===== config.mk =====
export PLATFORM = sky130hd
export DESIGN_NAME = gasa_ram
export DESIGN_NICKNAME = d
export VERILOG_FILES = /design/src/rtl/gasa_ram.sv
export SDC_FILE = /design/constraint.sdc
export NUM_CORES = 1
export LEC_CHECK = 0
export BUFFER_PORTS_ARGS = -buffer_cell sky130_fd_sc_hd__buf_2
export CAP_MARGIN = 30
export CORE_MARGIN = 2
export CORE_UTILIZATION = 60
export DETAILED_ROUTE_END_ITERATION = 7
export PLACE_DENSITY = 0.78
export SLEW_MARGIN = 40
export SYNTH_ARGS = -nofsm -noshare
export SYNTH_HDL_FRONTEND = slang
export SYNTH_SLANG_ARGS = --single-unit

===== constraint.sdc =====
create_clock -name clk -period 2.35 [get_ports clk]
set_input_delay 0.47 -clock clk [delete_from_list [all_inputs] [get_ports clk]]
set_output_delay 0.47 -clock clk [all_outputs]
set_load 0.01 [all_outputs]

===== src/rtl/gasa_ram.sv =====
`default_nettype none
module gasa_ram #(
    parameter int WIDTH = 8,
    parameter int DEPTH = 16,
    parameter int AW    = $clog2(DEPTH)
) (
    input  wire logic             clk,
    input  wire logic             wr_en,
    input  wire logic [AW-1:0]    wr_addr,
    input  wire logic [WIDTH-1:0] wr_data,
    input  wire logic [AW-1:0]    rd_addr,
    output logic      [WIDTH-1:0] rd_data
);

    logic [WIDTH-1:0] mem [DEPTH];

    always_ff @(posedge clk)
    begin
        if (wr_en)
        begin
            mem[wr_addr] <= wr_data;
        end
        rd_data <= mem[rd_addr];
    end

endmodule
`default_nettype wire


# Word-level counts from Yosys, hierarchy flattened
# Memory sizes are Yosys's and may differ from the RTL's. A register that Yosys moved wholly into a read port is not among the register bits.
# Index checks and enable logic that the tools add are counted.
dict set report word_totals {
  register_bits 0
  latch_bits 0
  mem_bits_rw 128
  rom_bits 0
  in_bits 18
  out_inout_bits 8
  wordCells 3
  mem_count 1
}
# memory depth word_bits rd rd_ports_with_merged_regs write_ports line_no
set mem_list {}
lappend mem_list {mem 16 8 1 1 1 15} ;# logic [WIDTH-1:0] mem [DEPTH];
dict set report classes {
  n_addsub 0
  n_mul 0
  div_mod_pow 0
  order_cmp 0
  eq_ne 0
  shifts 0
  mux 2
  n_bitwise 0
  n_reduce_logical 0
}
# cell n
set op_table {}
lappend op_table {{$mux 1} 2}

# Logic depth before layout (Yosys ltp)
dict set report depth {
  word_depth 2
  ltp_mapped 5
}

# Worst setup path after synthesis
# No wires, ideal clock.
dict set report synth_path {
  path_kind {input to register}
  from {in wr_addr[2]}
  to {mem mem[0][0] (enable)}
  setup_time_ps 383
  arrival_ps 1580
  t_required_ps 1967
  slack_ps 387
  stages 2
  path_buffers 0
  path_cell_list {or3b_2 > nor3_1}
}
# item line_no
set synth_rtl {}
lappend synth_rtl {{from (decl)} 9} ;# input wire logic [AW-1:0] wr_addr,
lappend synth_rtl {{to (decl)} 15}
# No word-level cell before the write port.

# Final worst setup path
dict set report layout_path {
  from {reg rd_data[7], read port of mem}
  to {out rd_data[7]}
}
# item line_no
set layout_rtl {}
lappend layout_rtl {{from (decl)} 12} ;# output logic [WIDTH-1:0] rd_data
# No word-level cell between the ends.

==> results.toml <==
[outcome]
status = "completed"

[critical_path]
worst-path-buf-inv = 1
cp_cell_sequence = "buf_2"
r2r_start = "mem[0][3]"
critPathMaxStageDelay_ps = 360
crit_path_end_kind = "primary output"
ff2ff_path_depth = 3
worstPathRequired_ps = 1880
r2r_end = "rd_data[3]"
cp_max_fo = 1
worst_ep_arrival_time_ps = 1010
cp_slowest_cell = "dfxtp_1"
r2r_slack_ps = 960
cpLargestDelayFamily = "flip-flops"
critical_path_class = "reg -> out"
cp-start-kind = "flip-flop"

[floorplanning]
initial_core_util = 0.623
die_h_um = 96.6
ios = 26
core_um2 = 8260
die_w_um = 96.6
row_count = 33
fp.dieArea_um2 = 9340

[final_layout]
nets = 300
fin_area_um2 = 6030
n_fill_cell = 473
final_cell_mix = "edfxtp_1 (128), buf_2 (25), mux4_2 (18)"
layout_commonest_cell = "edfxtp_1"
fin_util = 0.730
final-seq-area_um2 = 4000
multi_input_area_um2 = 1060
drive_above_1_share = 0.315
num_antenna_cells = 0
area_growth_pct = 17.1

[sta]
fin_skew_ps = 8.40
hold_viol_final = 0
rsz0062_at_grt = "no"
whs_ps = 345
worstMarginPinSlew_ps = 731
fin_crit_ps = 1480
tns_ps = 0
maxSlewHeadroom = 0.511
fmax_mhz = 674
finalCritPeriodShare = 0.632
setup_viol = 0
maxSlewViolCount = 0

[clock_tree]
cts_max_level = 4
root_buffer = "clkbuf_8"
cts_hold_buf = 0
cts.sinks = 136
cts_tree = "done"
cts_buffers = 17
postCtsSetupRepairBufs = 0
cts_buffer_depth = 2
clkLatencyLatePin_ps = 510
post_cts_resized = 0
clk_pin_slew_ps = 60

[placed_design]
dpl_cell_area_um2 = 5490
io_buffers = 25
gp_congestion = 0.757
hpwl_um = 5820

[synth]
syn_inst = 229
syn_area_um2 = 5150
syn_nets = 247
ys_ff_latch = 136
yosys_warnings = 0
syn_area_per_cell_um2 = 22.5
synth.yosys.seq_area_share = 0.778
synthDistinctLibCells = 19

[hold_path]
min_to = "mem[6][4]"
min-delay-start = "wr_data[4]"
holdPathStages = 1
hold_class = "in -> reg"

[global_routing]
grt_first_pass_wirelength_um = 14600
grt_pass1_vias = 2529
antenna_found_initial = 0
grt_overflow_total = 0
track_usage = 0.217
grt_max_degree = 33

[power_and_ir_drop]
power.density_nw_per_um2 = 891
p_leak_nw = 2.06
worst_ir_drop_vdd_mv = 0.558
p_total_w = 0.00537

[detailed_routing]
wl_per_cell_um = 23.3
routed_wl_um = 9330
drtAntennaViolNets = 0
num_vias = 2416
dr.pass1.iters = 5
drc = 0
avgViaCountPerCell = 6.04
drtIter0Drc = 294

[run]
max_cap_viol_count = 0
[state kept, by name, indices dropped and copies added, names as in the netlist]
signal and count:
mem 128, rd_data 8
[Yosys cell counts]
master | n | area [µm²]
nand2b_1 | 2 | 12.5
nand3b_1 | 2 | 15.0
buf_4 | 1 | 7.51
dfxtp_1 | 8 | 160
nor2_1 | 13 | 48.8
mux4_2 | 18 | 405
nand3_1 | 1 | 5.00
buf_2 | 3 | 15.0
mux4_1 | 14 | 368
and2_1 | 1 | 6.26
buf_6 | 3 | 33.8
edfxtp_1 | 128 | 3840
a22oi_1 | 16 | 120
nor3_1 | 4 | 20.0
nand2_1 | 9 | 33.8
nor2b_1 | 1 | 6.26
and2b_1 | 1 | 7.51
clkdlybuf4s25_2 | 3 | 30.0
or3b_2 | 1 | 8.76
[metrics by stage]
step,std cells,worst slack (ps)
global route,400,805
CTS,400,841
floorplan,229,387
detailed placement,368,377
global placement,368,412
finish,400,865
[area by class of cell]
cell class / count / area share
Sequential cell: 136 / 0.664
Multi-Input combinational cell: 83 / 0.175
Clock buffer: 19 / 0.0699
Timing Repair Buffer: 44 / 0.0486
Tap cell: 105 / 0.0218
Clock inverter: 13 / 0.0203
[worst max-delay path by stage]
stage                    start  slack [ps]  cells after the start         end
floorplan           wr_addr[2]         390                      2   mem[0][0]
finish              rd_data[7]         870                      1  rd_data[7]
CTS                 rd_data[7]         840                      1  rd_data[7]
global route        rd_data[7]         810                      1  rd_data[7]
global placement    rd_addr[0]         410                      5  rd_data[3]
detailed placement  rd_addr[0]         380                      5  rd_data[3]
[where the power goes]
part	leakage, nW	switching [W]	internal [W]
clock	0.256	0.000976	0.00141
sequential	1.22	0.0000157	0.00271
combinational	0.581	0.000145	0.000109
total	2.06	0.00114	0.00423
[kinds of logic (layout without fill, tap and decap cells)]
logic type	after synthesis	after routing	share of synthesized area
AND/OR/NAND/NOR	35	35	0.0318
multiplexers	32	32	0.150
flip-flops	136	136	0.778
AO/OA/AOI/OAI	16	16	0.0233
buffers and inverters	10	76	0.0168
[routing by layer]
metal / track usage / vias up / part of all wire
li1: - / 1083 / -
met1: 0.307 / 1216 / 0.43
met2: 0.331 / 107 / 0.49
met3: 0.0621 / 10 / 0.067
met4: 0.0758 / 0 / 0.013
met5: 0 / - / 0
Note: power is estimated with default switching activity, not from simulation.
