[config.mk]
export PLATFORM = sky130hd
export DESIGN_NAME = gasa_scan
export DESIGN_NICKNAME = d
export VERILOG_FILES = /design/src/rtl/gasa_pkg.sv /design/src/rtl/gasa_scan.sv
export SDC_FILE = /design/constraint.sdc
export NUM_CORES = 1
export LEC_CHECK = 0
export ABC_AREA = 1
export BUFFER_PORTS_ARGS = -buffer_cell sky130_fd_sc_hd__buf_2
export CORE_AREA = 5 5 58 60
export CTS_CLUSTER_SIZE = 8
export DETAILED_ROUTE_END_ITERATION = 16
export DIE_AREA = 0 0 63 65
export PLACE_DENSITY_LB_ADDON = 0.2
export SLEW_MARGIN = 20
export SYNTH_ARGS = -nofsm -noshare
export SYNTH_HDL_FRONTEND = slang
export SYNTH_SLANG_ARGS = --single-unit
[constraint.sdc]
create_clock -name clk -period 2.43 [get_ports clk]
set_input_delay 0.243 -clock clk [delete_from_list [all_inputs] [get_ports clk]]
set_output_delay 0.243 -clock clk [all_outputs]
set_load 0.01 [all_outputs]
[src/rtl/gasa_pkg.sv]
`default_nettype none
package gasa_pkg;

    localparam int CACHE_ENTRIES = 256;
    localparam int IDX_W         = $clog2(CACHE_ENTRIES);
    localparam int CNT_W         = $clog2(CACHE_ENTRIES + 1);

    localparam int KEY_W   = 16;
    localparam int COORD_W = 12;
    localparam int DIM_W   = 13;
    localparam int CUR_W   = 14;
    localparam int CFG_IDX_W = 1;

    localparam logic [DIM_W-1:0] ATLAS_RESET = 13'd1024;

    localparam logic [CFG_IDX_W-1:0] CFG_ATLAS_WIDTH  = 1'b0;
    localparam logic [CFG_IDX_W-1:0] CFG_ATLAS_HEIGHT = 1'b1;

    typedef enum logic [0:0] {
        OP_PLACE = 1'b0,
        OP_CLEAR = 1'b1
    } op_t;

    typedef enum logic [2:0] {
        STAT_HIT     = 3'd0,
        STAT_PLACED  = 3'd1,
        STAT_BLANK   = 3'd2,
        STAT_NOSPACE = 3'd3,
        STAT_FULL    = 3'd4,
        STAT_CLEARED = 3'd5
    } status_t;

    typedef enum logic [1:0] {
        S_IDLE,
        S_SCAN,
        S_WRAP,
        S_PLACE
    } state_t;

    typedef enum logic [1:0] {
        SH_NONE,
        SH_CLEAR,
        SH_WRAP,
        SH_PLACE
    } shelf_cmd_t;

    typedef struct packed {
        op_t                        opcode;
        logic [KEY_W-1:0]           glyph_code;
        logic                       bitmap_present;
        logic [COORD_W-1:0]         bitmap_width;
        logic [COORD_W-1:0]         bitmap_height;
        logic signed [COORD_W-1:0]  offset_x;
        logic signed [COORD_W-1:0]  offset_y;
    } in_item_t;

    typedef struct packed {
        status_t                    status;
        logic [COORD_W-1:0]         rect_x;
        logic [COORD_W-1:0]         rect_y;
        logic [COORD_W-1:0]         rect_w;
        logic [COORD_W-1:0]         rect_h;
        logic signed [COORD_W-1:0]  out_offset_x;
        logic signed [COORD_W-1:0]  out_offset_y;
    } result_t;

    typedef struct packed {
        logic [KEY_W-1:0]   glyph_key;
        logic [COORD_W-1:0] rect_x;
        logic [COORD_W-1:0] rect_y;
        logic [COORD_W-1:0] rect_w;
        logic [COORD_W-1:0] rect_h;
        logic [COORD_W-1:0] offset_x;
        logic [COORD_W-1:0] offset_y;
    } entry_t;

    localparam int ENTRY_W = $bits(entry_t);

    typedef struct packed {
        logic done;
        logic hit;
    } scan_stat_t;

    typedef struct packed {
        logic [CUR_W-1:0] column;
        logic [CUR_W-1:0] row;
        logic             nospace;
    } shelf_stat_t;

endpackage
`default_nettype wire

[src/rtl/gasa_scan.sv]
`default_nettype none
module gasa_scan (
    input  wire logic                      clk,
    input  wire logic                      rst_n,
    input  wire logic                      start,
    input  wire logic [gasa_pkg::KEY_W-1:0] key,
    input  wire logic [gasa_pkg::CNT_W-1:0] count,
    input  wire logic [gasa_pkg::KEY_W-1:0] rd_key,
    output logic      [gasa_pkg::IDX_W-1:0] rd_addr,
    output gasa_pkg::scan_stat_t            stat
);
    import gasa_pkg::*;

    logic             busy_reg, busy_next;
    logic             pend_reg, pend_next;
    logic [CNT_W-1:0] idx_reg, idx_next;
    logic             match;
    logic             more;

    always_ff @(posedge clk or negedge rst_n)
    begin
        if (!rst_n)
        begin
            busy_reg <= 1'b0;
            pend_reg <= 1'b0;
            idx_reg  <= '0;
        end
        else
        begin
            busy_reg <= busy_next;
            pend_reg <= pend_next;
            idx_reg  <= idx_next;
        end
    end

    // compare the row read last cycle while the next one is fetched
    assign match   = pend_reg && (rd_key == key);
    assign more    = idx_reg < count;
    assign rd_addr = idx_reg[IDX_W-1:0];

    always_comb
    begin
        busy_next = busy_reg;
        pend_next = pend_reg;
        idx_next  = idx_reg;
        stat      = '0;
        if (start)
        begin
            busy_next = 1'b1;
            pend_next = 1'b0;
            idx_next  = '0;
        end
        else if (busy_reg)
        begin
            if (match)
            begin
                stat.done = 1'b1;
                stat.hit  = 1'b1;
                busy_next = 1'b0;
                pend_next = 1'b0;
            end
            else if (more)
            begin
                idx_next  = idx_reg + CNT_W'(1);
                pend_next = 1'b1;
            end
            else
            begin
                stat.done = 1'b1;
                busy_next = 1'b0;
                pend_next = 1'b0;
            end
        end
    end

endmodule
`default_nettype wire

---- Word level (Yosys, flattened, before mapping) ----
Cells that the tools add are included.
storage, ports and cells
  flip-flop bits (word level) ............. 11
  bits in latches ......................... 0
  bits in writable memories ............... 0
  ROM bits ................................ 0
  output and inout port bits .............. 10
  memories kept ........................... 0
cells by class
  add/sub/neg operators ................... 1
  multiply operators ...................... 0
  divide/modulo/power cells ............... 0
  $lt $le $gt $ge ......................... 1
  equality and inequality tests ........... 2
  shift operators ......................... 0
  multiplexer cells ....................... 15
  bitwise logic cells ..................... 0
  reductions and logical operators ........ 4
operators with widths
  cell                   count
  $mux W9                4
  $eq A16 B16 Y1         1
  $add A9 B1 Y9 const B  1
  $lt A9 B9 Y1           1
  $mux W1                9
  $mux W2                2
  $reduce_bool A2 Y1     2
  $reduce_and A3 Y1      1
  $ne A2 B2 Y1 const B   1
  $logic_and A1 B1 Y1    1

---- Depth between registers and ports, before layout ----
Gate-level depths: netlist of the first run.
  depth in word-level cells ............... 5
  gate-level depth with buffers ........... 13

---- Least setup slack after synthesis of the first run ----
Ideal clock, no wire load.
  kind .................................... register to output
  start point ............................. reg idx_reg[8]
  end point ............................... out stat[1] (netlist name)
  arrival ................................. 1410 ps
  required time ........................... 2187 ps
  setup slack ............................. 777 ps
  cell stages (with the launch flop) ...... 9
  path buffers ............................ 0
  cells stage by stage .................... dfrtp_1 > ha_1 > nand2_1 > nor2_1 > nor3b_1 > nor2_1 > nand2_1 > inv_1 > nor2_1
RTL lines
  item                      line             text
  start: declaration        gasa_scan.sv:16  logic [CNT_W-1:0] idx_reg, idx_next;
  start signal: assignment  gasa_scan.sv:32  idx_reg <= idx_next;
  end: declaration          gasa_scan.sv:10  output gasa_pkg::scan_stat_t stat

==> flow_metrics.tcl, run 1 <==
set metrics [dict create \
    slowest_stage "dfrtp_1" \
    synth-seq-cells 11 \
    whs_ps 217 \
    holdPathEnd "pend_reg$_DFFE_PN0P_" \
    grt_antenna_before_repair 0 \
    htreeDepth 1 \
    regToRegSetupSlack_ps 550 \
    synth_compound_area_share_pct 4.27 \
    dr.pass1.iters 4 \
    grt_pass1_vias 1304 \
    drive_gt1_share_pct 22.3 \
    gp_congestion 0.868 \
    io_buffer_count 53 \
    cts_setup_buffers 0 \
    crit_path_end_kind "output pin" \
    worst_pin_slew_ps 366 \
    worst_slack_ps 246 \
    fin_crit_sh_pct 89.9 \
    synth_adder_area_share_pct 8.53 \
    status "finished clean" \
    syn_inst 224 \
    setup_tns_ps 0 \
    dp.final_hpwl_um 2740 \
    critPathRequiredTime_ps 2190 \
    syn_nets 277 \
    cpLargestDelayFamily "flip-flops" \
    final_antenna_net_count 0 \
    drt_iter0_markers 61 \
    path_clk_slew_ps 70 \
    start_kind "flip-flop" \
    postSynthAreaPerCell_sq_um 5.89 \
    clock_latency_ps 280 \
    area_growth_pct 21.1 \
    yosysWarnings 0 \
    cp_common_cell "nand2_1" \
    pre_cts_slack_ps 544 \
    cts_max_path_buffers 2 \
    hold_start "start" \
    synth_top_family_by_area "simple AND/OR/NAND/NOR gates" \
    grt_max_degree 12 \
    period_needed_ps 2180 \
    via_per_inst 4.68 \
    ys_seq_area_share_pct 20.9 \
    die_width_um 63 \
    critPathArrivalTime_ps 1940 \
    die_h_um 65 \
    hold_depth 2 \
    cts_buffers 3 \
    drc 0 \
    largest_reg_flops 9 \
    synth_most_common_cell "nand2_1" \
    wire_per_inst_um 10.6 \
    maxCapViolations 0 \
    core_area_sq_um 2880 \
    slew_headroom_pct 75.5 \
    cts.hold.buffers_added 1 \
    dieArea_sq_um 4100 \
    io_pins 54 \
    drt_wl_total_um 3250 \
    nNetsFinal 328 \
    crit_type "reg -> out" \
    synth-edff-count 0 \
    ir_worst_vdd_v 0.000240 \
    r2r-start "idx_reg[4]$_DFFE_PN0P_" \
    power.total_mw 0.471 \
    crit_path_max_fanout 6 \
    crit_chain "ha_1 -> a21oi_1 -> nand2_1 -> nand2_1 -> nand2_1 -> nor2_1 -> nand2_1 -> inv_1 -> nor2_1 -> buf_2" \
    post-synth-top-area-fraction_pct 20.9 \
    track_usage_pct 16.8 \
    rows 20 \
    skew_ps 5.30 \
    start_util_pct 45.9 \
    finalHoldViolations 0 \
    ctsResizeCount 0 \
    clock_sinks 11 \
    cts_root_buffer "clkbuf_4" \
    synthFlopType "dfrtp_1" \
    dp_cells 302 \
    reg2reg_to "idx_reg[5]$_DFFE_PN0P_" \
    finalSetupViolCount 0 \
    async_reset_ff_share_pct 100 \
    antenna_cells 0 \
    rsz0062_at_grt "no" \
    fmax_mhz 458 \
    final_cells 307 \
    synth.distinct_cells 21 \
    cp_num_buf_inv 2 \
    leakage_nw 1.08 \
    r2r_cells 10 \
    synth_xor_area_share_pct 4.64 \
    grt_overflow 0 \
    hp-class "in -> reg" \
    synth_top_area_cell "dfrtp_1" \
    cts_tree "done" \
    vias 1437 \
    drv_slew 0 \
    p_per_area_nw_per_um2 295 \
    yosys-top-cells-area "dfrtp_1 21%, nand2_1 18%, inv_1 14%" \
    slowest_delay_ps 450 \
    yosys.area_share.simple_pct 42.1 \
    synth_commonest_cells "65 x nand2_1, 49 x inv_1, 26 x nor2_1" \
    grt_pass1_wl_um 5620 \
    syn_area_sq_um 1320 \
    yosys-mux-area-fraction_pct 0 \
]
==> cell families (layout without fill, tap and decap cells) <==
kind of cell / count (synthesis) / after routing
and+or+nand+nor: 128 / 128
AOI/OAI and AO/OA: 10 / 10
adders and majority gates: 9 / 9
buffers and inverters: 59 / 109
xor gates and xnor gates: 7 / 7
DFF: 11 / 11
==> layout make-up <==
cell class | instances | area, sq um
clock buffers | 4 | 26.3
fillers | 340 | 1280
inverters | 50 | 188
multi-input cells | 154 | 786
flip-flops and latches | 11 | 275
well taps | 33 | 41.3
repair buffers | 55 | 283
==> metal layers <==
layer  vias up  global-route usage, %  routed length [um]
li1        780                      -                   -
met1       614                   23.0                1540
met2        38                   25.3                1410
met3         5                   5.20                 268
met4         0                   4.77                  36
met5         -                      0                   0
==> how the worst max path moves through the flow <==
stage | start | to | slack (ps) | depth (start not counted)
5_1_grt | idx_reg[4]$_DFFE_PN0P_ | stat[1] | 30 | 10
2_1_floorplan | idx_reg[8]$_DFFE_PN0P_ | stat[1] | 780 | 8
6_report | idx_reg[4]$_DFFE_PN0P_ | stat[1] | 250 | 10
3_3_place_gp | idx_reg[5]$_DFFE_PN0P_ | stat[1] | 580 | 9
4_1_cts | idx_reg[2]$_DFFE_PN0P_ | stat[1] | 230 | 12
3_5_place_dp | idx_reg[2]$_DFFE_PN0P_ | stat[1] | 540 | 12
==> power breakdown <==
| part | internal [mW] | switching (mW) | leakage, nW |
|---|---|---|---|
| Combinational | 0.0645 | 0.0796 | 0.917 |
| Sequential | 0.189 | 0.00920 | 0.144 |
| Clock | 0.0638 | 0.0653 | 0.0150 |
==> cells in the final DEF, fill, tap and decap left out, drive strengths merged <==
master       count
a21oi            5
and3b            1
buf             54
clkbuf           4
clkinv           1
dfrtp           11
dlygate4sd3      1
ha               9
inv             49
nand2           65
nand3           22
nand4            6
nor2            28
nor3             4
nor3b            2
o2111ai          1
o21a             1
o21ai            3
xnor2            4
xor2             3
==> metrics by stage <==
| step | cell area [sq um] | util, % |
|---|---|---|
| floorplan | 1320 | - |
| global placement | 1560 | 54.3 |
| detailed placement | 1560 | 54.3 |
| CTS | 1600 | 55.6 |
| global route | 1600 | 55.6 |
| finish | 1600 | 55.6 |
Note: power is estimated with default switching activity, not from simulation.
==> run 2, diff against run 1 <==
CORE_AREA = 5 5 61 63   (was 5 5 58 60)
DIE_AREA = 0 0 66 68   (was 0 0 63 65)
clock period = 2.05 ns   (was 2.43 ns; I/O delays follow)
==> run 2 against run 1 <==
Worst hold slack got worse by 28 ps. Die area rose by 9.6%. Critical path depth fell by 1. Critical path type unchanged. Cell count rose by 7.8%. Combinational power rose by 31%. First-iteration DRC count fell by 21%. Flip-flop and latch count did not move. Sequential power rose by 18%. Utilization rose by 0.40 points. Total power rose by 23%. Final area rose by 11%. Clock power rose by 22%. Largest cell class unchanged.
==> flow_metrics.tcl, run 2 (same netlist as run 1, synthesis figures left out) <==
set metrics [dict create \
    fin_crit_sh_pct 96.5 \
    leakage_nw 1.13 \
    final_cell_mix "63 x nand2_1, 53 x buf_2, 48 x inv_1" \
    final_antenna_net_count 0 \
    drc 0 \
    p_switching_mw 0.198 \
    power.clock.fraction_pct 27.2 \
    hp-class "in -> reg" \
    maxCapViolations 0 \
    clock_latency_ps 280 \
    vias 1494 \
    start_util_pct 41.5 \
    grt_overflow 0 \
    dr.pass1.iters 4 \
    nNetsFinal 339 \
    track_usage_pct 15.4 \
    slowest_delay_ps 430 \
    crit_path_max_fanout 3 \
    die_h_um 68 \
    io_buffer_count 53 \
    crit_chain "ha_4 -> a21oi_2 -> o21a_1 -> nand2_1 -> nor2_2 -> nand2_1 -> inv_2 -> nor2_2 -> buf_2" \
    drt_iter0_markers 48 \
    final_cells 331 \
    grt_pass1_wl_um 5400 \
    internal-power_mw 0.381 \
    largest_reg_flops 9 \
    drt_wl_total_um 3710 \
    path_clk_slew_ps 80 \
    status "finished clean" \
    netSwitchingFraction_pct 34.3 \
    fmax_mhz 505 \
    finalHoldViolations 0 \
    cts_buffers 3 \
    grt_antenna_before_repair 0 \
    skew_ps 1.60 \
    gp_congestion 0.899 \
    finalSetupViolCount 0 \
    cts_max_path_buffers 2 \
    grt_max_degree 12 \
    crit_path_end_kind "output pin" \
    critPathRequiredTime_ps 1850 \
    p_per_area_nw_per_um2 325 \
    comb_power_share_pct 32.5 \
    postLayoutCellArea_sq_um 1780 \
    num-fill-cells 339 \
    drive_gt1_share_pct 30.2 \
    clock_sinks 11 \
    layout_commonest_cell "nand2_1" \
    whs_ps 189 \
    io_pins 54 \
    die_width_um 66 \
    worst_pin_slew_ps 361 \
    cts_tree "done" \
    drv_slew 0 \
    seq_power_share_pct 40.3 \
    htreeDepth 1 \
    cts_root_buffer "clkbuf_4" \
    dp_cells 318 \
    core_area_sq_um 3180 \
    slowest_stage "dfrtp_1" \
    dieArea_sq_um 4490 \
    rsz0062_at_grt "yes" \
    period_needed_ps 1980 \
    slew_headroom_pct 75.8 \
    via_per_inst 4.51 \
    start_kind "flip-flop" \
    wire_per_inst_um 11.2 \
    rows 21 \
    grt_pass1_vias 1229 \
    critPathArrivalTime_ps 1770 \
    area_growth_pct 34.8 \
    crit_type "reg -> out" \
    dp.final_hpwl_um 2760 \
    ir_worst_vdd_v 0.000345 \
    dpl-instance-area_sq_um 1600 \
    antenna_cells 0 \
]
==> run 2: area by class of cell <==
type	count	area, sq um	area share, %
clock inverters	1	5.00	0.281
repair buffers	66	365	20.5
inverters	50	188	10.5
flip-flops and latches	11	275	15.5
well taps	46	57.6	3.23
multi-input cells	154	866	48.7
clock buffers	3	22.5	1.27
==> run 2: through the flow <==
step | TNS (ps) | util, % | power [mW] | worst slack [ps]
6_report | 0 | 56.0 | 0.579 | 71.1
5_1_grt | -31.3 | 56.0 | 0.616 | -31.3
4_1_cts | 0 | 52.3 | 0.569 | 13.3
3_5_place_dp | 0 | 50.4 | 0.410 | 192
3_3_place_gp | 0 | 50.4 | 0.409 | 245
2_1_floorplan | 0 | - | 0.337 | 435
==> run 2: what timing repair did <==
item                       4_1_cts  5_1_grt
setup endpoints to repair        1        1
setup buffers                    2        6
resized for setup                4       10
hold endpoints to repair        11        0
hold buffers                     1        0
pin swaps                        0        5
==> run 2: worst max-delay path, delay by kind of cell (launching register included) <==
family,cells,cell delay [ps]
AO/OA/AOI/OAI,2,280
AND/OR/NAND/NOR,4,320
adder cells (fa/ha/maj),1,270
flip-flops,1,430
buffers and inverters,2,210
==> run 2: per-layer routing <==
layer | GRT usage, % | share of wire, % | vias to the layer above
met1 | 20.3 | 45 | 657
met3 | 3.94 | 6.0 | 4
met5 | 0 | 0 | -
met4 | 3.05 | 0.65 | 0
met2 | 25.7 | 48 | 28
li1 | - | - | 805
==> run 2: power groups by stage <==
| stage | combinational, mW | sequential (mW) | clock, mW |
|---|---|---|---|
| finish | 0.188 | 0.233 | 0.158 |
| global route | 0.214 | 0.234 | 0.168 |
| CTS | 0.177 | 0.232 | 0.160 |
| detailed placement | 0.174 | 0.236 | 0 |
| global placement | 0.172 | 0.237 | 0 |
| floorplan | 0.101 | 0.236 | 0 |
==> run 2: final timing paths <==
| path | startpoint | to | slack [ps] | depth (start not counted) |
|---|---|---|---|---|
| max | idx_reg[8]$_DFFE_PN0P_ | stat[1] | 70 | 9 |
| min | start | pend_reg$_DFFE_PN0P_ | 190 | 2 |
| max reg2reg | idx_reg[8]$_DFFE_PN0P_ | idx_reg[4]$_DFFE_PN0P_ | 200 | 9 |
| min reg2reg | pend_reg$_DFFE_PN0P_ | pend_reg$_DFFE_PN0P_ | 560 | 2 |
| max in group asynchronous | rst_n | busy_reg$_DFF_PN0_ | 1510 | 2 |
| min in group asynchronous | rst_n | idx_reg[7]$_DFFE_PN0P_ | 330 | 2 |
==> run 3, diff against run 2 <==
clock period = 1.8 ns   (was 2.05 ns; I/O delays follow)
==> run 3 against run 2 <==
Clock power rose by 9%. Critical path depth did not move. The flow now finishes with violations (negative setup slack). Critical endpoint unchanged. Largest cell class unchanged. Routed wire length fell by 4.6%. Total power rose by 15%. Flip-flop and latch count did not move. Non-clock buffer count rose by 8. Die area did not move. Critical path type unchanged.
==> flow_metrics.tcl, run 3 (same netlist as run 1, synthesis figures left out) <==
set metrics [dict create \
    rsz0062_at_grt "yes" \
    dpl-instance-area_sq_um 1640 \
    dp.final_hpwl_um 2730 \
    slew_headroom_pct 80.6 \
    start_kind "flip-flop" \
    critPathRequiredTime_ps 1620 \
    largest_reg_flops 9 \
    dieArea_sq_um 4490 \
    regToRegSetupSlack_ps -30 \
    area_growth_pct 42.7 \
    clock_sinks 11 \
    grt_max_degree 12 \
    core_area_sq_um 3180 \
    worst_pin_slew_ps 288 \
    antenna_cells 0 \
    start_util_pct 41.5 \
    clock_latency_ps 270 \
    cts_tree "done" \
    final_antenna_net_count 0 \
    cts_max_path_buffers 2 \
    crit_type "reg -> out" \
    path_clk_slew_ps 70 \
    crit_path_max_fanout 2 \
    grt_overflow 0 \
    ff_latch_area_sq_um 277 \
    maxCapViolations 0 \
    setup_tns_ps -185 \
    crit_path_end_kind "output pin" \
    io_pins 54 \
    layout_commonest_cell "nand2_1" \
    r2r-start "idx_reg[8]$_DFFE_PN0P_" \
    crit_start "idx_reg[8]$_DFFE_PN0P_" \
    slowest_stage "dfrtp_1" \
    num-fill-cells 311 \
    wire_per_inst_um 10.4 \
    grt_antenna_before_repair 0 \
    crit_chain "ha_4 -> nand2_4 -> nor2_4 -> nor3b_4 -> nor2_2 -> nand2_1 -> inv_2 -> nor2_2 -> buf_2" \
    die_width_um 66 \
    drt_wl_total_um 3540 \
    multiInputGateArea_sq_um 903 \
    cts_buffers 3 \
    drv_slew 0 \
    final_cells 339 \
    r2r_cells 10 \
    dr.pass1.iters 4 \
    drt_iter0_markers 53 \
    cts_root_buffer "clkbuf_4" \
    critPathArrivalTime_ps 1770 \
    die_h_um 68 \
    finalHoldViolations 0 \
    track_usage_pct 15.8 \
    status "finished, violations left" \
    period_needed_ps 1950 \
    whs_ps 148 \
    leakage_nw 1.19 \
    final_cell_mix "62 x nand2_1, 53 x buf_2, 48 x inv_1" \
    via_per_inst 4.41 \
    violations "negative setup slack" \
    finalSetupViolCount 2 \
    hp-class "in -> reg" \
    fin_crit_sh_pct 109 \
    nNetsFinal 347 \
    dp_cells 323 \
    gp_congestion 0.792 \
    rows 21 \
    cp_common_cell "nor2_2" \
    slowest_delay_ps 410 \
    drc 0 \
    reg2reg_to "pend_reg$_DFFE_PN0P_" \
    fmax_mhz 512 \
    vias 1496 \
    postLayoutCellArea_sq_um 1880 \
    htreeDepth 1 \
    grt_pass1_wl_um 5600 \
    skew_ps 3.00 \
    drive_gt1_share_pct 33.1 \
    worst_slack_ps -153 \
    p_per_area_nw_per_um2 353 \
    io_buffer_count 53 \
    ir_worst_vdd_v 0.000279 \
    grt_pass1_vias 1342 \
    power.total_mw 0.664 \
    cp-endpoint "stat[1]" \
]
run 3: critical path, delay by kind of cell (launching register included):
family	cells	cell delay (ps)
adder cells (fa/ha/maj)	1	300
buffers and inverters	2	170
flip-flops	1	410
AND/OR/NAND/NOR	6	600
run 3: final cells by class:
cell class	count	share of cell area, %
clock buffer	4	1.39
multi-input combinational	154	47.9
sequential	11	14.7
timing repair buffer	74	23.0
inverter	50	9.96
tap	46	3.05
run 3: worst min-delay path by stage:
stage / from / endpoint / slack (ps) / cells past startpoint
detailed placement: rst_n / idx_reg[8]$_DFFE_PN0P_ / 60 / 1
finish: start / pend_reg$_DFFE_PN0P_ / 150 / 2
CTS: start / pend_reg$_DFFE_PN0P_ / 160 / 2
floorplan: rst_n / busy_reg$_DFF_PN0_ / -120 / 0
global route: start / pend_reg$_DFFE_PN0P_ / 150 / 2
global placement: rst_n / idx_reg[8]$_DFFE_PN0P_ / 60 / 1
run 3: routing by layer:
metal  up-vias  GRT usage (%)  wire (um)
li1        816              -          -
met4         0           2.28         27
met5         -              0          0
met2        37           27.2       1610
met1       639           20.8       1680
met3         4           3.61        220
run 3: through the flow:
| stage | utilization [%] | setup slack (ps) |
|---|---|---|
| floorplan | - | 210 |
| global route | 59.3 | -278 |
| CTS | 55.2 | -92.9 |
| global placement | 51.6 | 31.8 |
| detailed placement | 51.6 | 9.77 |
| finish | 59.3 | -153 |
run 3: what timing repair did:
item,CTS,global route
resized for setup,8,17
setup buffers,5,7
pin swaps,3,5
hold endpoints to repair,11,0
hold buffers,1,0
endpoints found under the setup margin,2,12
run 3: report_power, final:
group          switching [mW]  internal, mW
Combinational           0.124         0.105
Clock                  0.0859        0.0860
Sequential            0.00774         0.255
