## src/rtl/gasa_pkg.sv

```systemverilog
`default_nettype none
package gasa_pkg;

    localparam int CACHE_ENTRIES = 256;
    localparam int IDX_W         = $clog2(CACHE_ENTRIES);
    localparam int CNT_W         = $clog2(CACHE_ENTRIES + 1);

    localparam int KEY_W   = 16;
    localparam int COORD_W = 12;
    localparam int DIM_W   = 13;
    localparam int CUR_W   = 14;
    localparam int CFG_IDX_W = 1;

    localparam logic [DIM_W-1:0] ATLAS_RESET = 13'd1024;

    localparam logic [CFG_IDX_W-1:0] CFG_ATLAS_WIDTH  = 1'b0;
    localparam logic [CFG_IDX_W-1:0] CFG_ATLAS_HEIGHT = 1'b1;

    typedef enum logic [0:0] {
        OP_PLACE = 1'b0,
        OP_CLEAR = 1'b1
    } op_t;

    typedef enum logic [2:0] {
        STAT_HIT     = 3'd0,
        STAT_PLACED  = 3'd1,
        STAT_BLANK   = 3'd2,
        STAT_NOSPACE = 3'd3,
        STAT_FULL    = 3'd4,
        STAT_CLEARED = 3'd5
    } status_t;

    typedef enum logic [1:0] {
        S_IDLE,
        S_SCAN,
        S_WRAP,
        S_PLACE
    } state_t;

    typedef enum logic [1:0] {
        SH_NONE,
        SH_CLEAR,
        SH_WRAP,
        SH_PLACE
    } shelf_cmd_t;

    typedef struct packed {
        op_t                        opcode;
        logic [KEY_W-1:0]           glyph_code;
        logic                       bitmap_present;
        logic [COORD_W-1:0]         bitmap_width;
        logic [COORD_W-1:0]         bitmap_height;
        logic signed [COORD_W-1:0]  offset_x;
        logic signed [COORD_W-1:0]  offset_y;
    } in_item_t;

    typedef struct packed {
        status_t                    status;
        logic [COORD_W-1:0]         rect_x;
        logic [COORD_W-1:0]         rect_y;
        logic [COORD_W-1:0]         rect_w;
        logic [COORD_W-1:0]         rect_h;
        logic signed [COORD_W-1:0]  out_offset_x;
        logic signed [COORD_W-1:0]  out_offset_y;
    } result_t;

    typedef struct packed {
        logic [KEY_W-1:0]   glyph_key;
        logic [COORD_W-1:0] rect_x;
        logic [COORD_W-1:0] rect_y;
        logic [COORD_W-1:0] rect_w;
        logic [COORD_W-1:0] rect_h;
        logic [COORD_W-1:0] offset_x;
        logic [COORD_W-1:0] offset_y;
    } entry_t;

    localparam int ENTRY_W = $bits(entry_t);

    typedef struct packed {
        logic done;
        logic hit;
    } scan_stat_t;

    typedef struct packed {
        logic [CUR_W-1:0] column;
        logic [CUR_W-1:0] row;
        logic             nospace;
    } shelf_stat_t;

endpackage
`default_nettype wire

```

## src/rtl/gasa_shelf.sv

```systemverilog
`default_nettype none
module gasa_shelf (
    input  wire logic                          clk,
    input  wire logic                          rst_n,
    input  wire gasa_pkg::shelf_cmd_t          cmd,
    input  wire logic [gasa_pkg::COORD_W-1:0]  bitmap_width,
    input  wire logic [gasa_pkg::COORD_W-1:0]  bitmap_height,
    input  wire logic [gasa_pkg::DIM_W-1:0]    atlas_width,
    input  wire logic [gasa_pkg::DIM_W-1:0]    atlas_height,
    output gasa_pkg::shelf_stat_t              stat
);
    import gasa_pkg::*;

    logic [CUR_W-1:0] col_reg, col_next;
    logic [CUR_W-1:0] row_reg, row_next;
    logic [DIM_W-1:0] sh_reg, sh_next;
    logic [DIM_W-1:0] gw;
    logic [DIM_W-1:0] gh;
    logic [CUR_W:0]   col_end;
    logic [CUR_W:0]   row_end;
    logic [CUR_W:0]   row_open;

    always_ff @(posedge clk or negedge rst_n)
    begin
        if (!rst_n)
        begin
            col_reg <= '0;
            row_reg <= '0;
            sh_reg  <= '0;
        end
        else
        begin
            col_reg <= col_next;
            row_reg <= row_next;
            sh_reg  <= sh_next;
        end
    end

    // padded glyph: one pixel right and below
    assign gw       = {1'b0, bitmap_width} + DIM_W'(1);
    assign gh       = {1'b0, bitmap_height} + DIM_W'(1);
    assign col_end  = {1'b0, col_reg} + {2'b0, gw};
    assign row_end  = {1'b0, row_reg} + {2'b0, gh};
    assign row_open = {1'b0, row_reg} + {2'b0, sh_reg};

    assign stat.column  = col_reg;
    assign stat.row     = row_reg;
    assign stat.nospace = (gw > atlas_width) || (row_end > {2'b0, atlas_height});

    always_comb
    begin
        col_next = col_reg;
        row_next = row_reg;
        sh_next  = sh_reg;
        unique case (cmd)
            SH_NONE:
            begin
            end
            SH_CLEAR:
            begin
                col_next = '0;
                row_next = '0;
                sh_next  = '0;
            end
            SH_WRAP:
            begin
                // open a new shelf when the rest of this one is too narrow
                if (col_end > {2'b0, atlas_width})
                begin
                    col_next = '0;
                    row_next = row_open[CUR_W-1:0];
                    sh_next  = '0;
                end
            end
            SH_PLACE:
            begin
                col_next = col_end[CUR_W-1:0];
                if (gh > sh_reg)
                begin
                    sh_next = gh;
                end
            end
            default:
            begin
            end
        endcase
    end

endmodule
`default_nettype wire

```

## config.mk

```make
export PLATFORM = sky130hd
export DESIGN_NAME = gasa_shelf
export DESIGN_NICKNAME = d
export VERILOG_FILES = /design/src/rtl/gasa_pkg.sv /design/src/rtl/gasa_shelf.sv
export SDC_FILE = /design/constraint.sdc
export NUM_CORES = 1
export LEC_CHECK = 0
export CAP_MARGIN = 20
export CORE_ASPECT_RATIO = 1.25
export CORE_UTILIZATION = 45
export CTS_BUF_LIST = sky130_fd_sc_hd__clkbuf_16
export CTS_CLUSTER_DIAMETER = 120
export DETAILED_ROUTE_END_ITERATION = 12
export DONT_BUFFER_PORTS = 1
export PLACE_DENSITY = 0.69
export SLEW_MARGIN = 20
export SYNTH_ARGS = -nofsm -noshare
export SYNTH_HDL_FRONTEND = slang
export SYNTH_SLANG_ARGS = --single-unit
```

## constraint.sdc

```tcl
create_clock -name clk -period 12.7 [get_ports clk]
set_input_delay 3.175 -clock clk [delete_from_list [all_inputs] [get_ports clk]]
set_output_delay 3.175 -clock clk [all_outputs]
set_load 0.02 [all_outputs]
```

# Yosys cells after proc, flatten, opt, wreduce, memory -nomap -nowiden
# Index checks and enable logic that the tools add are counted.
# W data, S select, Z words.
[op_classes]
add_sub_neg = 5
order_cmp = 4
n_eq_ne = 5
n_mux = 7
reduce_logical = 6
[op_table]
columns = ["cell", "count"]
rows = [
  ["$pmux W14 S3", 1],
  ["$pmux W13 S3", 1],
  ["$add A14 B13 Y15", 2],
  ["$gt A15 B13 Y1", 2],
  ["$mux W14", 2],
  ["$pmux W14 S2", 1],
  ["$add A12 B1 Y13 const B", 2],
  ["$gt A13 B13 Y1", 2],
  ["$mux W13", 2],
  ["$add A14 B13 Y14", 1],
  ["$eq A2 B2 Y1 const B", 2],
  ["$ne A2 B2 Y1 const B", 2],
  ["$reduce_and A2 Y1", 2],
  ["$reduce_and A3 Y1", 1],
  ["$reduce_bool A3 Y1", 1],
  ["$eq A2 B1 Y1 const B", 1],
  ["$reduce_bool A2 Y1", 1],
  ["$logic_or A1 B1 Y1", 1],
]
[totals]
ff_bits = 41
in_bits = 54
out_inout_bits = 29
wordCells = 30

# Longest topological paths before layout
# Gate-level depths: netlist of run 1.
[depth]
ltp_word = 5
mapped_depth = 23
depth_no_buf = 21

# Least setup slack after synthesis of run 1
# Ideal clock, no wire load.
[synth_timing]
kind = "input to output"
startpoint = "input port bitmap_height[2] (netlist bit)"
endpoint = "output port stat[0] (netlist bit)"
t_arrival_ns = 6.167
required_time_ns = 9.525
setup_slack_ns = 3.358
stages = 17
path_buffers = 0
cell_sequence = "and3_1 -> and3_1 -> nand4_1 -> or2_2 -> xnor2_1 -> ha_1 -> nand3_1 -> o31ai_1 -> o21a_1 -> nor2_1 -> xnor2_1 -> ha_1 -> nand4_1 -> nor4_1 -> a21oi_1 -> o22ai_1 -> o311ai_1"
[synth_lines]
columns = ["element", "line", "rtl"]
rows = [
  ["from (decl)", "gasa_shelf.sv:7", "input wire logic [gasa_pkg::COORD_W-1:0] bitmap_height,"],
  ["to (decl)", "gasa_shelf.sv:10", "output gasa_pkg::shelf_stat_t stat"],
]

==> results of run 1 <==
## worst max-delay path: cells and delay by family
kind                     cells  cell delay (ns)
AO/OA/AOI/OAI                8             1.63
AND/OR/NAND/NOR              5             1.04
XOR/XNOR                     2             0.40
adder cells (fa/ha/maj)      2             0.52
## cells by family (layout without fill, tap and decap cells)
family | Yosys count | after routing | share of synthesized area [%]
fa+ha+maj | 100 | 100 | 25.2
compound gates | 178 | 178 | 25.5
flops | 41 | 41 | 20.3
simple gates | 149 | 149 | 14.9
xor+xnor | 50 | 50 | 8.66
buf+inv | 69 | 67 | 5.56
## Yosys cell counts, types with 2 or more instances
master	n
a21oi_1	32
o31ai_1	3
o2bb2ai_1	4
nand2b_1	7
nand4b_1	2
xnor2_1	34
and3_1	6
a21oi_2	2
o21a_1	10
nor2b_1	9
nand3_1	36
a211o_1	2
o21bai_1	4
ha_1	97
or4_1	2
inv_1	58
o21ai_1	8
o22ai_1	2
clkbuf_1	6
buf_4	2
or2_2	2
a21o_1	20
xor2_1	16
buf_6	2
fa_1	3
and4_1	2
and2_1	4
o2111ai_1	2
o311ai_1	7
nand4_1	8
o211ai_2	2
a31oi_1	4
nor3_1	7
o221ai_1	2
dfrtp_1	41
o211ai_1	7
a22oi_1	2
nor2_1	29
o21ai_0	21
a211oi_1	7
a22o_1	26
or2_1	2
nand2_1	29
## power by group
part / internal [uW] / switching [uW] / leakage (uW)
clock: 71.2 / 52.7 / 0.0000687
combinational: 290 / 389 / 0.00198
sequential: 172 / 113 / 0.000550
## cell type report
| class | instances | area, um^2 | share of cell area, % |
|---|---|---|---|
| Tap cell | 132 | 165 | 3.11 |
| Clock buffer | 5 | 125 | 2.36 |
| Inverter | 58 | 218 | 4.10 |
| Timing Repair Buffer | 1 | 7.51 | 0.142 |
| Multi-Input combinational cell | 477 | 3750 | 70.7 |
| Clock inverter | 3 | 12.5 | 0.236 |
| Sequential cell | 41 | 1030 | 19.3 |
## worst paths after layout
check / start / endpoint / slack [ns] / cells past startpoint
max: bitmap_height[2] / stat[0] / 2.76 / 17
min: sh_reg[4]$_DFFE_PN0P_ / sh_reg[4]$_DFFE_PN0P_ / 0.54 / 1
max reg2reg: col_reg[0]$_DFFE_PN0P_ / sh_reg[7]$_DFFE_PN0P_ / 8.19 / 17
min reg2reg: sh_reg[4]$_DFFE_PN0P_ / sh_reg[4]$_DFFE_PN0P_ / 0.54 / 1
max in group asynchronous: rst_n / row_reg[1]$_DFFE_PN0P_ / 10.02 / 0
min in group asynchronous: rst_n / col_reg[5]$_DFFE_PN0P_ / 2.58 / 0
## metal layers
metal,vias up,track usage [%],wire length (um)
met5,-,0,0
met4,0,6.62,297
met3,26,4.16,604
met2,133,42.4,6740
met1,2082,25.9,5320
li1,2151,-,-
## per-stage QoR
stage | worst slack (ns) | area [um^2] | util [%] | power, uW | instances
after CTS | 2.84 | 5310 | 49.2 | 1090 | 717
after detailed placement | 2.85 | 5170 | 48.0 | 957 | 709
after global placement | 3.10 | 5170 | 48.0 | 938 | 709
after global routing | 2.45 | 5310 | 49.2 | 1180 | 717
after floorplan | 3.36 | 5060 | - | 807 | 587
final | 2.76 | 5310 | 49.2 | 1090 | 717
==> run_results.csv, run 1 <==
group,metric,value,unit
grt,grt_pass1_vias,4484,
die,boundaryPins,83,
timing,max_slew_margin,44.0,%
routing,drtAntennaViolNets,0,
die,num_rows,42,
grt,grt_max_degree,42,
logic_synthesis,synth_ff_type,"dfrtp_1",
timing,post-route-period-util,78.3,%
power_and_ir_drop,leakagePower,0.00260,uW
routing,drt_iter0_markers,163,
routing,wl_per_cell,18.1,um
setup_path,critPathRequiredTime,9.52,ns
hold_path,hold_path.class,"flip-flop to flip-flop",
logic_synthesis,ys_top_cells_by_area,"ha_1 (24%), dfrtp_1 (20%), xnor2_1 (5.9%), a22o_1 (4.5%), inv_1 (4.3%)",
finish,nNetsFinal,738,
grt,grt_util_all_layers,22.6,%
timing,min_period,9.94,ns
cts,post_cts_resized,0,
cts,cts_hold_buf,0,
power_and_ir_drop,power_density,205,nW/um^2
timing,fin_skew,0.00921,ns
power_and_ir_drop,vdd_drop_max,82.7,uV
run_status,status,"finished, final reports clean",
die,coreArea,10800,um^2
timing,hold_slack,0.541,ns
logic_synthesis,synth_nets,741,
logic_synthesis,synth_area_per_cell,8.62,um^2
logic_synthesis,yosys.area.top_type_share,24.0,%
timing,fmax,101,MHz
cts,cts_buffers,5,
routing,vias,4392,
setup_path,crit_type,"input pin to output port",
logic_synthesis,synth_edf_count,0,
routing,drt-pass1-iter-count,4,
routing,viasPerCell,6.13,
cts,cts_htree_levels,2,
grt,grt_overflow,0,
cts,clockRootBuffer,"clkbuf_16",
timing,slew_violations,0,
cts,post_cts_buffers,0,
logic_synthesis,yosysSeqAreaShare,20.3,%
finish,fillers,1032,
cts,clock_sinks,41,
place,io_buffers,0,
setup_path,critPathArrivalTime,6.76,ns
routing,drc,0,
setup_path,crit_chain,"and3_1 > nand3_1 > xnor2_1 > ha_1 > o21a_1 > o21ai_0 > a21oi_1 > nor2_1 > a2bb2oi_1 > nor2b_1 > xnor2_1 > ha_1 > or3_1 > a221oi_1 > o21ai_0 > o22ai_1 > o311ai_1",
logic_synthesis,async_reset_ff_share,100,%
setup_path,endpoint_kind,"output port",
die,fp.dieArea,11700,um^2
place,gp_congestion,0.945,
logic_synthesis,synth_cell_types,59,
cts,cts_tree,"yes",
cts,cts_buffer_depth,2,
setup_path,cp-start-kind,"input pin",
place,hpwl,10.6,mm
timing,max_slew.worst_pin.slew,0.840,ns
flow_run,drv_cap,0,
finish,antenna_cells,0,
timing,setup_tns,0,ns
die,die_y,121,um
logic_synthesis,synth_area,5060,um^2
grt,grt_pass1_wl,21.5,mm
logic_synthesis,syn_inst,587,
die,die_w,96.8,um
finish,drive_gt1_share,3.25,%
setup_path,slowest_stage,"or3_1",
timing,hold_viol,0,
grt,antenna_found_initial,0,
finish,mostFrequentLayoutCell,"ha_1",
setup_path,crit_fanout,4,
timing,rsz0062_at_grt,"false",
logic_synthesis,ys_ff_latch,41,
logic_synthesis,ys_warn_count,0,
die,start_util,47.0,%
routing,totalWireLength,13.0,mm
cts,clock_latency,0.28,ns
logic_synthesis,synth_largest_area_cell,"ha_1",
finish,area_growth,4.87,%
finish,layout_common_cells,"ha_1 (97), inv_1 (58), dfrtp_1 (41), nand3_1 (36), xnor2_1 (34)",
setup_path,slowest_delay,0.36,ns
cts,path_clk_slew,0.06,ns
timing,setup_violations,0,
Note: power is estimated with default switching activity, not from simulation.
==> inputs of run 2 (changes only) <==
- ABC_AREA: default -> 1
- clock period: 12.7 -> 10.4 ns (I/O delays scaled with it)
==> run_results.csv, run 2 <==
group,metric,value,unit
cts,cts_htree_levels,2,
logic_synthesis,ys_ff_latch,41,
hold_path,hold_path.class,"flip-flop to flip-flop",
finish,mostFrequentLayoutCell,"nand2_1",
finish,antenna_cells,0,
logic_synthesis,synth_cell_types,41,
logic_synthesis,synth_area_per_cell,7.02,um^2
routing,vias,4839,
setup_path,critPathRequiredTime,7.80,ns
logic_synthesis,yosys.area.top_type_share,23.0,%
die,num_rows,43,
die,coreArea,11200,um^2
setup_path,crit_type,"input pin to output port",
logic_synthesis,synth_most_common_cell,"nand2_1",
routing,viasPerCell,5.49,
cts,cts_hold_buf,0,
logic_synthesis,syn_inst,750,
logic_synthesis,synth_largest_area_cell,"ha_1",
power_and_ir_drop,leakagePower,0.00312,uW
finish,drive_gt1_share,4.42,%
timing,min_period,8.52,ns
power_and_ir_drop,vdd_drop_max,75.9,uV
logic_synthesis,async_reset_ff_share,100,%
routing,drc,0,
place,gp_congestion,0.897,
routing,wl_per_cell,16.0,um
timing,fin_skew,0.00857,ns
timing,setup_tns,0,ns
setup_path,crit_fanout,4,
finish,fillers,1120,
cts,clock_sinks,41,
routing,drt_iter0_markers,191,
cts,post_cts_resized,0,
die,fp.dieArea,12100,um^2
logic_synthesis,ys_top_cells_by_count,"nand2_1 (182), inv_1 (108), ha_1 (97)",
cts,cts_tree,"yes",
routing,drtAntennaViolNets,0,
power_and_ir_drop,power_density,185,nW/um^2
grt,antenna_found_initial,0,
cts,clock_latency,0.29,ns
logic_synthesis,yosysSeqAreaShare,19.5,%
cts,path_clk_slew,0.06,ns
logic_synthesis,ys_warn_count,0,
run_status,status,"finished, final reports clean",
cts,clockRootBuffer,"clkbuf_16",
cts,cts_buffers,5,
die,boundaryPins,83,
die,die_y,123,um
grt,grt_pass1_wl,22.6,mm
timing,fmax,117,MHz
timing,post-route-period-util,81.9,%
timing,max_slew_margin,57.1,%
flow_run,drv_cap,0,
grt,grt_overflow,0,
finish,multi_input_area,3750,um^2
place,hpwl,11.5,mm
place,placed_area,5370,um^2
routing,drt-pass1-iter-count,5,
timing,hold_viol,0,
logic_synthesis,synth_edf_count,0,
grt,grt_use_met3,5.99,%
logic_synthesis,synth_ff_type,"dfrtp_1",
die,start_util,46.8,%
logic_synthesis,synth_area,5270,um^2
timing,rsz0062_at_grt,"false",
setup_path,cp-start-kind,"input pin",
grt,grt_max_degree,42,
timing,slew_violations,0,
grt,grtUsageMet1,24.5,%
timing,max_slew.worst_pin.slew,0.642,ns
logic_synthesis,ys_top_cells_by_area,"ha_1 (23%), dfrtp_1 (19%), nand2_1 (13%), inv_1 (7.7%), a21oi_1 (5.1%)",
setup_path,ff2ff_path_depth,19,
grt,met2_usage,46.1,%
finish,area_growth,5.08,%
grt,grt.busiest_layer,"met2",
cts,post_cts_buffers,0,
finish,nNetsFinal,899,
finish,layout_common_cells,"nand2_1 (182), inv_1 (109), ha_1 (97), nand3_1 (54), a21oi_1 (54)",
grt,grt_pass1_vias,4898,
finish,fin_area,5530,um^2
routing,totalWireLength,14.1,mm
grt,grt_util_all_layers,23.9,%
setup_path,endpoint_kind,"output port",
timing,setup_violations,0,
die,die_w,98.8,um
hold_path,hold_path_depth,2,
setup_path,critPathArrivalTime,5.92,ns
logic_synthesis,synth_nets,904,
finish,seq_area,1030,um^2
place,io_buffers,0,
cts,cts_buffer_depth,2,
==> run 2: cell type report <==
| class | instances | area share [%] |
|---|---|---|
| Clock inverter | 3 | 0.769 |
| Tap cell | 135 | 3.05 |
| Clock buffer | 5 | 2.26 |
| Inverter | 111 | 7.53 |
| Multi-Input combinational cell | 586 | 67.8 |
| Sequential cell | 41 | 18.5 |
==> run 2: per-stage QoR <==
| step | worst slack [ns] | util (%) | power, uW | instances | hold WS (ns) |
|---|---|---|---|---|---|
| global route | 1.41 | 49.2 | 1120 | 881 | 0.543 |
| global placement | 2.05 | 47.7 | 828 | 873 | 0.498 |
| floorplan | 2.31 | - | 721 | 750 | 0.467 |
| CTS | 1.87 | 49.2 | 1030 | 881 | 0.517 |
| detailed placement | 1.87 | 47.7 | 844 | 873 | 0.500 |
| finish | 1.88 | 49.2 | 1020 | 881 | 0.513 |
==> run 2: cells by family (layout without fill, tap and decap cells) <==
group	Yosys count	count (layout)	share of synthesized area [%]
DFF	41	41	19.5
and+or+nand+nor	331	331	28.0
adders and majority gates	100	100	24.2
buffers and inverters	123	119	9.22
xor gates and xnor gates	44	44	7.32
AOI/OAI and AO/OA	111	111	11.8
==> run 2: worst paths after layout <==
path | end | startpoint | slack (ns)
min reg2reg | sh_reg[7]$_DFFE_PN0P_ | sh_reg[7]$_DFFE_PN0P_ | 0.51
max | stat[0] | bitmap_height[0] | 1.88
max reg2reg | row_reg[8]$_DFFE_PN0P_ | col_reg[0]$_DFFE_PN0P_ | 6.43
min in group asynchronous | col_reg[4]$_DFFE_PN0P_ | rst_n | 2.00
max in group asynchronous | sh_reg[12]$_DFFE_PN0P_ | rst_n | 8.31
min | sh_reg[7]$_DFFE_PN0P_ | sh_reg[7]$_DFFE_PN0P_ | 0.51
==> run 2: critical path: stages <==
cell and delay (ns):
nand3_1 0.13, nor2_1 0.18, nand3_1 0.12, nor2_1 0.20, inv_1 0.06, nand2_1 0.05
inv_1 0.06, ha_1 0.33, nand2_1 0.09, inv_1 0.05, a221oi_1 0.25, o21ai_0 0.19
a21boi_0 0.32, xnor2_1 0.16, ha_1 0.26, nand2_1 0.07, inv_1 0.04, a221oi_1 0.26
o21a_1 0.16, o21ai_0 0.07, nand2_1 0.06, nand3_1 0.19
==> run 2: per-layer routing <==
layer	vias up	routed length (um)
met5	-	0
li1	2479	-
met4	0	467
met3	31	899
met1	2196	5510
met2	133	7190
==> run 2: report_power, final <==
part / internal (uW) / switching, uW / leakage (uW)
Sequential: 195 / 86.3 / 0.000554
Combinational: 216 / 345 / 0.00248
Clock: 113 / 68.4 / 0.0000852
==> inputs of run 3 (changes only) <==
- ABC_AREA: 1 -> 0
- clock period: 10.4 -> 7.9 ns (I/O delays scaled with it)
==> run_results.csv, run 3 (synthesized netlist as in run 1, its figures left out) <==
group,metric,value,unit
run_status,status,"finished, final reports clean",
routing,drt-pass1-iter-count,6,
timing,post-route-period-util,94.8,%
finish,nNetsFinal,738,
setup_path,ff2ff_path_depth,17,
power_and_ir_drop,pwr-share-seq,26.1,%
grt,grt_pass1_wl,21.3,mm
setup_path,critPathArrivalTime,5.51,ns
power_and_ir_drop,combinationalPowerShare,62.5,%
cts,cts_tree,"yes",
die,num_rows,42,
timing,max_slew_margin,41.8,%
routing,totalWireLength,12.9,mm
die,boundaryPins,83,
place,hpwl,10.6,mm
cts,cts_buffer_depth,2,
power_and_ir_drop,p_sw_share,50.9,%
flow_run,drv_cap,0,
power_and_ir_drop,power_density,329,nW/um^2
power_and_ir_drop,leakagePower,0.00261,uW
grt,grt_util_all_layers,22.5,%
die,die_y,121,um
setup_path,critPathRequiredTime,5.93,ns
setup_path,endpoint_kind,"output port",
hold_path,hold_path_depth,1,
power_and_ir_drop,vdd_drop_max,141,uV
setup_path,cp-start-kind,"input pin",
grt,antenna_found_initial,0,
cts,cts_hold_buf,0,
setup_path,crit_fanout,7,
timing,fmax,134,MHz
grt,met2_usage,41.5,%
finish,area_growth,5.02,%
cts,clock_latency,0.28,ns
die,fp.dieArea,11700,um^2
cts,post_cts_buffers,0,
place,io_buffers,0,
die,die_w,96.8,um
finish,drive_gt1_share,3.42,%
finish,layout_common_cells,"ha_1 (97), inv_1 (58), dfrtp_1 (41), nand3_1 (36), xnor2_1 (33)",
routing,drt_iter0_markers,188,
cts,cts_buffers,5,
power_and_ir_drop,total_power,1750,uW
cts,cts_htree_levels,2,
timing,hold_viol,0,
timing,min_period,7.49,ns
grt,grt_pass1_vias,4496,
timing,slew_violations,0,
grt,grtUsageMet1,25.4,%
cts,clock_sinks,41,
timing,fin_skew,0.00748,ns
routing,drc,0,
grt,grt.busiest_layer,"met2",
setup_path,crit_type,"input pin to output port",
power_and_ir_drop,p_sw,890,uW
timing,setup_violations,0,
finish,mostFrequentLayoutCell,"ha_1",
cts,post_cts_resized,0,
hold_path,hold_path.class,"flip-flop to flip-flop",
finish,antenna_cells,0,
timing,setup_tns,0,ns
routing,vias,4436,
grt,grt_use_met3,4.86,%
place,gp_congestion,0.945,
routing,drtAntennaViolNets,0,
cts,path_clk_slew,0.06,ns
routing,viasPerCell,6.19,
power_and_ir_drop,clockPowerShare,11.4,%
die,start_util,47.0,%
routing,wl_per_cell,18.0,um
die,coreArea,10800,um^2
grt,grt_max_degree,42,
power_and_ir_drop,p_int,858,uW
timing,rsz0062_at_grt,"false",
timing,max_slew.worst_pin.slew,0.873,ns
cts,clockRootBuffer,"clkbuf_16",
grt,grt_overflow,0,
-- run 3: cell count changes in the layout (fill, tap and decap cells not counted), moves of 8 or more --
cell     change
a21o_1      +18
a21oi_1     -22
a22o_1      +26
inv_1       -51
nand2_1    -153
nand2_2     -13
nand3_1     -18
nand4_1     -11
nor2_1      -10
nor2b_1      +9
o21ai_0      -8
xnor2_1     +19
xor2_1      -14
-- run 3: final timing paths --
check                                  startpoint                      to  slack, ns
setup / recovery                 bitmap_height[0]                 stat[0]       0.41
hold / removal              sh_reg[4]$_DFFE_PN0P_   sh_reg[4]$_DFFE_PN0P_       0.54
setup reg to reg           col_reg[0]$_DFFE_PN0P_   sh_reg[7]$_DFFE_PN0P_       3.39
hold reg to reg             sh_reg[4]$_DFFE_PN0P_   sh_reg[4]$_DFFE_PN0P_       0.54
max in group asynchronous                   rst_n  row_reg[2]$_DFFE_PN0P_       6.42
min in group asynchronous                   rst_n  col_reg[5]$_DFFE_PN0P_       1.38
-- run 3: area by class of cell --
| cell class | instances | area, um^2 |
|---|---|---|
| Multi-Input combinational cell | 477 | 3760 |
| Sequential cell | 41 | 1030 |
| Timing Repair Buffer | 1 | 7.51 |
| Tap cell | 132 | 165 |
| Clock buffer | 5 | 125 |
| Inverter | 58 | 218 |
| Fill cell | 1037 | 5460 |
| Clock inverter | 3 | 12.5 |
-- run 3: routing by layer --
metal / wire length, um / vias up
met1: 5290 / 2092
met2: 6530 / 142
li1: - / 2166
met5: 0 / -
met4: 436 / 0
met3: 663 / 36
-- run 3: metrics by stage --
step | cells | util, % | hold slack, ns | setup WS (ns) | area, um^2
5_1_grt | 717 | 49.3 | 0.571 | 0.0465 | 5310
4_1_cts | 717 | 49.2 | 0.538 | 0.419 | 5310
3_3_place_gp | 709 | 48.0 | 0.529 | 0.699 | 5170
3_5_place_dp | 709 | 48.0 | 0.525 | 0.424 | 5170
6_report | 717 | 49.3 | 0.541 | 0.412 | 5310
2_1_floorplan | 587 | - | 0.491 | 0.958 | 5060
-- run 3: power by group through the flow --
stage / clock [uW] / sequential [uW] / combinational, uW
floorplan: 0 / 414 / 883
global route: 210 / 468 / 1220
detailed placement: 0 / 462 / 1080
CTS: 203 / 458 / 1090
finish: 199 / 457 / 1090
global placement: 0 / 461 / 1050
-- run 3: worst max-delay path, stage by stage --
cell and delay, ns:
ha_1 0.23, xor2_1 0.26, ha_1 0.32, nor2b_1 0.14, o21a_1 0.18, o21ai_1 0.16, a21oi_1 0.09, nor2_1 0.17
a2bb2oi_1 0.30, nor2b_1 0.20, xnor2_1 0.09, ha_1 0.18, or3_1 0.36, a221oi_1 0.29, o21ai_0 0.15, o22ai_1 0.14
o311ai_1 0.26
